[src/fireps_pkg.sv]
`timescale 1ns / 1ps

package fireps_pkg;

    localparam int MAX_WIDTH   = 256;
    localparam int MAX_HEIGHT  = 256;
    localparam int STORE_DEPTH = MAX_WIDTH * MAX_HEIGHT;
    localparam int ADDR_W      = $clog2(STORE_DEPTH);
    localparam int SIZE_W      = ADDR_W + 1;
    localparam int DIM_W       = 9;
    localparam int HEAT_W      = 7;
    localparam int CH_W        = 8;
    localparam int BG_W        = 32;
    localparam int PIX_W       = 24;
    localparam int IN_TDATA_W  = 40;
    localparam int CFG_IDX_W   = 1;
    localparam int PROD_W      = 2 * CH_W;

    localparam int SPREAD_MUL_W = 19;
    localparam int SPREAD_SHIFT = 20;
    localparam logic [SPREAD_MUL_W-1:0] SPREAD_MUL = 19'd350225;
    localparam logic [CH_W-1:0] SEED_MIN = 8'd128;
    localparam logic [CH_W-1:0] CH_MAX   = 8'hFF;

    typedef logic [ADDR_W-1:0]    t_addr;
    typedef logic [SIZE_W-1:0]    t_size;
    typedef logic [DIM_W-1:0]     t_dim;
    typedef logic [HEAT_W-1:0]    t_heat;
    typedef logic [CH_W-1:0]      t_chan;
    typedef logic [PROD_W-1:0]    t_prod;
    typedef logic [CFG_IDX_W-1:0] t_cfg_idx;

    localparam t_cfg_idx CFG_FRAME_WIDTH  = 1'b0;
    localparam t_cfg_idx CFG_FRAME_HEIGHT = 1'b1;

    typedef struct packed {
        t_dim  width;
        t_size size;
        t_size lim;
    } t_geom;

    typedef struct packed {
        t_heat           heat;
        logic [BG_W-1:0] bg;
        logic            last;
    } t_heat_item;

    function automatic t_dim eff_width(input t_dim d);
        t_dim r;
        r = d;
        if (int'(d) < 1) r = DIM_W'(1);
        if (int'(d) > MAX_WIDTH) r = DIM_W'(MAX_WIDTH);
        return r;
    endfunction

    function automatic t_dim eff_height(input t_dim d);
        t_dim r;
        r = d;
        if (int'(d) < 2) r = DIM_W'(2);
        if (int'(d) > MAX_HEIGHT) r = DIM_W'(MAX_HEIGHT);
        return r;
    endfunction

    function automatic t_chan div255(input logic [PROD_W:0] x);
        logic [PROD_W:0] y;
        y = x + (x >> CH_W) + (PROD_W+1)'(1);
        return y[PROD_W-1:CH_W];
    endfunction

endpackage

[src/fireps_blend.sv]
`timescale 1ns / 1ps

module fireps_blend (
    input  logic                   i_clk,
    input  logic                   i_rst_n,
    input  logic                   i_valid,
    output logic                   o_ready,
    input  fireps_pkg::t_heat_item i_item,
    output logic                   o_valid,
    output logic [23:0]            o_pixel,
    output logic                   o_last,
    input  logic                   i_ready
);
    import fireps_pkg::*;

    typedef struct packed {
        t_prod red;
        t_prod green_top;
        t_prod green_back;
        t_prod blue_top;
        t_prod blue_back;
        logic  last;
    } t_prods;

    logic        r_v3;
    t_prods      r_p;
    logic        r_vo;
    logic [PIX_W-1:0] r_pix;
    logic        r_last;

    logic        s3_ready;
    logic        s3_move;
    logic [CH_W:0] alpha3;
    t_chan       alpha;
    t_chan       inv_alpha;
    t_chan       ramp_g;
    t_prods      n_p;
    t_chan       red;
    t_chan       green;
    t_chan       blue;

    assign s3_ready = !r_vo || i_ready;
    assign s3_move  = r_v3 && s3_ready;
    assign o_ready  = !r_v3 || s3_ready;

    always_comb begin
        alpha3    = (CH_W+1)'(i_item.heat) + (CH_W+1)'({i_item.heat, 1'b0});
        alpha     = alpha3[CH_W-1:0];
        inv_alpha = CH_MAX - alpha;
        ramp_g    = (i_item.heat == '0) ? CH_MAX : ({1'b0, i_item.heat} << 1) - CH_W'(1);
        n_p.red        = t_prod'(i_item.bg[23:16]) * t_prod'(inv_alpha);
        n_p.green_top  = t_prod'(ramp_g) * t_prod'(alpha);
        n_p.green_back = t_prod'(i_item.bg[15:8]) * t_prod'(inv_alpha);
        n_p.blue_top   = (t_prod'(alpha) << CH_W) - t_prod'(alpha);
        n_p.blue_back  = t_prod'(i_item.bg[7:0]) * t_prod'(inv_alpha);
        n_p.last       = i_item.last;
    end

    always_comb begin
        red   = div255({1'b0, r_p.red});
        green = div255({1'b0, r_p.green_top} + {1'b0, r_p.green_back});
        blue  = div255({1'b0, r_p.blue_top} + {1'b0, r_p.blue_back});
    end

    always_ff @(posedge i_clk) begin
        if (!i_rst_n) begin
            r_v3 <= 1'b0;
            r_vo <= 1'b0;
        end else begin
            if (i_valid && o_ready) begin
                r_v3 <= 1'b1;
            end else if (s3_move) begin
                r_v3 <= 1'b0;
            end
            if (s3_move) begin
                r_vo <= 1'b1;
            end else if (i_ready) begin
                r_vo <= 1'b0;
            end
        end
    end

    always_ff @(posedge i_clk) begin
        if (i_valid && o_ready) begin
            r_p <= n_p;
        end
        if (s3_move) begin
            r_pix  <= {red, green, blue};
            r_last <= r_p.last;
        end
    end

    assign o_valid = r_vo;
    assign o_pixel = r_pix;
    assign o_last  = r_last;

endmodule

[config.mk]
export PLATFORM = sky130hd
export DESIGN_NAME = fireps_blend
export DESIGN_NICKNAME = d
export VERILOG_FILES = /design/src/fireps_pkg.sv /design/src/fireps_blend.sv
export SDC_FILE = /design/constraint.sdc
export NUM_CORES = 1
export LEC_CHECK = 0
export BUFFER_PORTS_ARGS = -buffer_cell sky130_fd_sc_hd__buf_2
export CORE_MARGIN = 8
export CORE_UTILIZATION = 60
export DETAILED_ROUTE_END_ITERATION = 7
export HOLD_SLACK_MARGIN = 0.12
export MAX_ROUTING_LAYER = met4
export PLACE_DENSITY = 0.86
export SLEW_MARGIN = 20
export SYNTH_ARGS = -nofsm -noshare
export SYNTH_HDL_FRONTEND = slang
export SYNTH_SLANG_ARGS = --single-unit
[constraint.sdc]
create_clock -name i_clk -period 7.9 [get_ports i_clk]
set_input_delay 1.58 -clock i_clk [delete_from_list [all_inputs] [get_ports i_clk]]
set_output_delay 1.58 -clock i_clk [all_outputs]
set_load 0.02 [all_outputs]
== After elaboration in Yosys (flattened, before gate mapping) ==
Index checks and enable logic that the tools add are counted.
Storage, ports and cells
  logic and storage cells: 40
  bits in registers: 108
  output and inout port bits: 27
  input bits: 44
Operators by class
  add/sub/neg operators: 12
  multiply operators: 4
  muxes and demuxes: 5
  reductions and logical operators: 9
Operators by type and width (count)
  8-bit by 8-bit multiplier with 16-bit output: 4
  16-bit by 1-bit adder with 16-bit output, second input constant: 3
  16-bit by 16-bit adder with 17-bit output: 2
  16-bit by 9-bit adder with 16-bit output: 2
  16-bit by 8-bit adder with 16-bit output: 1
  16-bit by 8-bit subtractor with 16-bit output: 1
  7-bit by 8-bit adder with 8-bit output: 1
  8-bit 2-to-1 mux: 1
  8-bit by 1-bit subtractor with 8-bit output, second input constant: 1
  8-bit subtractor, first input constant: 1
  7-bit zero test: 1
  1-bit 2-to-1 mux: 4
  2-bit nonzero test: 2
  1-bit logical AND: 2
  1-bit zero test: 2
  1-bit logical OR: 2

== Logic depth before layout (Yosys ltp) ==
Gate-level depths: netlist (run 1).
  depth in word-level cells: 5
  gate-level depth with buffers: 24
  depth with buffers taken out: 23

== Least setup slack after synthesis (run 1) ==
Ideal clock, no wire load.
  path kind: input to register
  from: input port i_item[33] in the netlist's numbering
  to: register r_p[16] in the netlist's numbering (data pin)
  data arrival time: 6767 ps
  buffers on the path: 2
  library setup time: 266 ps
  data required time: 7634 ps
  setup slack: 867 ps
  cell stages on the path: 21
  path through: ha_1 -> fa_1 -> a21o_1 -> a21oi_1 -> xnor2_1 -> clkbuf_1 -> clkbuf_1 -> nand2_1 -> fa_1 -> fa_1 -> inv_1 -> fa_1 -> inv_1 -> fa_1 -> inv_1 -> ha_1 -> a21o_1 -> a31o_2 -> a41o_1 -> o41ai_1 -> xnor2_1
RTL lines
  start: declaration: line fireps_blend.sv:8  | input fireps_pkg::t_heat_item i_item,
  end signal: assignment: line fireps_blend.sv:85  | r_p <= n_p;
  end: declaration: line fireps_blend.sv:26  | t_prods r_p;

==> results of run 1 <==
## per-stage QoR
stage,cell area (um^2),utilization,setup slack (ps)
CTS,15500,0.647,695
floorplan,14500,-,867
global placement,15200,0.634,371
detailed placement,15200,0.634,313
finish,15500,0.647,686
global route,15500,0.647,377
## synthesized netlist by cell type (all sizes together), types with 4 or more instances
cell type	count	area (um^2)
inv	233	875
o211ai	5	37.5
edfxtp	105	3150
o21bai	13	101
nand2b	15	93.8
nand2	89	334
a31o	5	43.8
and2	102	638
or3	8	56.3
fa	147	2940
clkbuf	29	109
o31ai	6	55.1
and3	4	25.0
nand3	15	75.1
nor2	73	274
o21a	14	105
xnor2	82	752
nand4	8	56.3
o21ai	38	190
a21o	24	180
a21oi	68	344
ha	215	2690
xor2	26	228
a31oi	4	40.0
nor4	4	25.0
or2	4	27.5
a211oi	7	62.6
nor3	19	100
nor2b	79	494
## worst max-delay path, stage by stage
cell	delay, ps
buf_2	160
ha_1	220
fa_1	430
a21o_1	180
a21oi_1	270
o21bai_1	120
a21oi_1	210
xnor2_1	220
inv_1	100
buf_4	190
and2_1	170
fa_1	490
inv_1	50
fa_1	470
inv_1	50
fa_1	470
inv_1	50
fa_1	470
inv_1	40
ha_1	330
a21o_1	170
a31o_2	220
a41o_1	250
o41ai_1	300
xnor2_1	110
## path summary, 6_finish.rpt
kind                                end  cells after the start  slack [ps]
hold reg to reg        o_last$_DFFE_PP_                      0         430
setup reg to reg  o_pixel[14]$_DFFE_PP_                     15        3500
setup / recovery      r_p[16]$_DFFE_PP_                     25         690
hold / removal         o_last$_DFFE_PP_                      0         430
## sequential cells by signal, summed over array words and instances (netlist names)
name,count
o_valid,1
r_v3,1
r_p,80
o_pixel,24
o_last,1
## metal layers
metal  vias to the layer above  GRT usage
met5                         -          -
met4                         0     0.0665
met3                        63     0.0220
met2                       268      0.378
met1                      5102      0.245
li1                       4981          -
## kinds of logic after synthesis
| logic type | Yosys count | synth area share |
|---|---|---|
| other cells | 1 | 0.000259 |
| xor+xnor | 108 | 0.0677 |
| simple gates | 428 | 0.157 |
| compound gates | 206 | 0.0960 |
| mux | 1 | 0.000692 |
| buf+inv | 263 | 0.0682 |
| flops | 107 | 0.221 |
| fa+ha+maj | 362 | 0.389 |
## cell type report
cell class	instances	area, um^2
flip-flops and latches	107	3190
repair buffers	75	408
clock inverters	7	88.8
multi-input cells	1106	10300
well taps	324	405
clock buffers	9	225
fillers	1894	8450
inverters	233	875
==> flow_summary.toml, run 1 <==
[worst_setup_path]
worstPathRequired_ps = 8020
cp-end-kind = "flop"
arrival_ps = 7340
reg2reg_from = "r_p[49]$_DFFE_PP_"
start_kind = "primary input"
worst-path-max-fanout = 10
critPathLaunch = "i_item[34]"
crit_type = "primary input to flop"

[drt]
wirelength_um = 29100
avgRoutedWirePerCell_um = 15.6
highest_layer = "met4"
wl_met3_um = 1410
drt_iter0_drc = 644
met1_length_um = 11900
wl_met2_um = 15200
vias_per_cell = 5.60
ant_nets = 0
route.detailed.drc = 0
dr.pass1.iters = 5
vias = 10400

[yosys]
synth_flop_cell = "edfxtp_1"
netlist_area_um2 = 14500
syn_inst = 1476
async_flop_share = 0
ys_ff_latch = 107
synth.yosys.warnings = 0
avgSynthCellArea_um2 = 9.80
synth-edff-count = 105
ys_types = 69
seq_area_frac_synth = 0.221
syn_nets = 1882

[status]
status = "finished clean"

[clock_tree]
tritoncts = "done"
htreeDepth = 3
clk_pin_slew_ps = 90
cts-root-buf = "clkbuf_16"
post-cts-setup-buffers = 0
cts_resized = 0
clk_latency_ps = 370
clock-sinks = 107
cts_buffers = 9
holdBufCountCts = 0
cts_buffer_depth = 2

[min_path]
holdCritPathClass = "flop to flop"
min_from = "r_p[0]$_DFFE_PP_"

[global_routing]
grt_usage = 0.211
grt_pass1_wl_um = 49000
grt_max_degree = 81
grt_pass1_vias = 10900
overflow = 0
antenna_found_initial = 0

[place]
dp_hpwl_um = 23500
dp_cells = 1845
io_buffers = 62
finalWeightedCongestion = 0.864

[die]
die-area_um2 = 29300
die_width_um = 171
die_h_um = 171
initial_core_util = 0.604
rows = 57
boundaryPins = 71
fp.coreArea_um2 = 24000

[timing]
tightestPinTransition_ps = 1040
finalMaxSlewViolations = 0
rsz0062_at_grt = "false"
setup_violations = 0
finalCriticalPeriod_ps = 7210
hold_viol = 0
max_freq_mhz = 139
holdWs_ps = 427
maxSlewHeadroom = 0.305
tns_ps = 0
skew_ps = 9.61
period_share = 0.913

[job]
max-cap-violations = 0

[cells_and_area]
syn_to_final_growth_pct = 7.26
layout_common_cells = "233 x inv_1, 215 x ha_1, 147 x fa_1"
nets = 1938
drive_gt1_frac = 0.0800
n_antenna_cell = 0
final_common_cell = "inv_1"
stdcell_count = 1861
Power of run 1 is left out: the tool's default activity adds up to more than one toggle a clock period on the data nets, which glitch-free logic cannot reach.
==> inputs of run 2 (changes only) <==
--- a/config.mk
+++ b/config.mk
@@ -5,6 +5,7 @@
 export SDC_FILE = /design/constraint.sdc
 export NUM_CORES = 1
 export LEC_CHECK = 0
+export ABC_AREA = 1
 export BUFFER_PORTS_ARGS = -buffer_cell sky130_fd_sc_hd__buf_2
 export CORE_MARGIN = 8
 export CORE_UTILIZATION = 60
==> flow_summary.toml, run 2 <==
[timing]
period_share = 0.890
skew_ps = 11.5
rsz0062_at_grt = "false"
tns_ps = 0
holdWs_ps = 440
max_freq_mhz = 142
finalCriticalPeriod_ps = 7030
maxSlewHeadroom = 0.357
tightestPinTransition_ps = 965
finalMaxSlewViolations = 0
worst_slack_ps = 869
setup_violations = 0
hold_viol = 0

[drt]
vias_per_cell = 5.50
avgRoutedWirePerCell_um = 14.9
drt_iter0_drc = 825
ant_nets = 0
vias = 12200
route.detailed.drc = 0
dr.pass1.iters = 5
wirelength_um = 33000

[place]
finalWeightedCongestion = 0.922
io_buffers = 62
dp_cells = 2201
dp_hpwl_um = 27100
pre_cts_ws_ps = 567

[yosys]
synth_area_leaders = "edfxtp_1 21%, fa_1 19%, ha_1 18%"
ys_ff_latch = 107
ys_types = 46
synth_flop_cell = "edfxtp_1"
async_flop_share = 0
synth_top_family_by_area = "adder cells"
netlist.area_leader.share = 0.208
syn_nets = 2227
synth_compound_area_frac = 0.0523
synth_mux_area_frac = 0
seq_area_frac_synth = 0.211
synth-edff-count = 105
yosysMostFrequentCell = "inv_1"
syn_inst = 1821
avgSynthCellArea_um2 = 8.31
yosys.area_share.simple = 0.220
yosys-top-cells-count = "340 x inv_1, 333 x nand2_1, 240 x nor2_1, 215 x ha_1, 147 x fa_1"
synthAdderAreaFrac = 0.372
synth_xor_area_frac = 0.0484
netlist_area_um2 = 15100
synth_top_area_cell = "edfxtp_1"
synth.yosys.warnings = 0

[global_routing]
grt_max_degree = 81
grt_usage = 0.227
grt_pass1_vias = 12400
grt_pass1_wl_um = 56400
antenna_found_initial = 0
overflow = 0

[worst_setup_path]
start_kind = "primary input"
cp-end-kind = "flop"
cpPeakStageDelay_ps = 490
path_delay_family = "adder cells"
worstPathRequired_ps = 8000
cpMaxStageDelayCell = "fa_1"
crit_type = "primary input to flop"
arrival_ps = 7130
worst-path-max-fanout = 16
path_common_cell = "nand2_1"
cp.buffers_inverters = 6

[clock_tree]
cts_buffers = 9
cts_resized = 0
cts-root-buf = "clkbuf_16"
post-cts-setup-buffers = 0
htreeDepth = 3
clk_latency_ps = 350
clk_pin_slew_ps = 80
tritoncts = "done"
cts_buffer_depth = 2
clock-sinks = 107
holdBufCountCts = 0

[cells_and_area]
n_fill_cell = 2030
layout_common_cells = "339 x inv_1, 333 x nand2_1, 240 x nor2_1"
stdcell_count = 2217
syn_to_final_growth_pct = 6.71
largest_register_ff_count = 80
drive_gt1_frac = 0.0991
multi_input_area_um2 = 10500
nets = 2288
final_common_cell = "inv_1"
regMostFlops = "r_p"
n_antenna_cell = 0
register_area_um2 = 3190

[die]
rows = 58
die-area_um2 = 30600
boundaryPins = 71
die_h_um = 175
fp.coreArea_um2 = 25000
initial_core_util = 0.606
die_width_um = 175

[min_path]
holdCritPathClass = "flop to flop"

[job]
max-cap-violations = 0

[status]
status = "finished clean"
==> run 2: kinds of logic (layout without fill, tap and decap cells) <==
family          Yosys count  after routing
flops                   107            107
buf+inv                 378            444
other cells               1              1
xor+xnor                 81             81
fa+ha+maj               362            362
simple gates            750            750
compound gates          142            142
==> run 2: path summary, 6_finish.rpt <==
kind | startpoint | end | slack [ps] | depth (start not counted)
setup / recovery | i_item[34] | r_p[47]$_DFFE_PP_ | 870 | 28
hold / removal | r_p[0]$_DFFE_PP_ | o_last$_DFFE_PP_ | 440 | 0
hold reg to reg | r_p[0]$_DFFE_PP_ | o_last$_DFFE_PP_ | 440 | 0
setup reg to reg | r_p[49]$_DFFE_PP_ | o_pixel[12]$_DFFE_PP_ | 4270 | 18
==> run 2: per-layer routing <==
metal / vias up / part of all wire / track usage
met5: - / 0 / -
met4: 0 / 0.025 / 0.0731
met3: 68 / 0.067 / 0.0332
met2: 460 / 0.48 / 0.373
met1: 5813 / 0.43 / 0.286
li1: 5853 / - / -
==> run 2: layout make-up <==
class                      count  area share
sequential                   107       0.198
timing repair buffer          76      0.0257
clock buffer                   9      0.0139
clock inverter                 7     0.00488
tap                          330      0.0256
multi-input combinational   1336       0.650
inverter                     352      0.0820
==> run 2: per-stage QoR <==
step	cell area [um^2]	util
after floorplan	15100	-
after global placement	15800	0.635
after detailed placement	15800	0.635
after CTS	16100	0.647
after global routing	16100	0.647
final	16100	0.647
Power of run 2 is left out for the same reason.
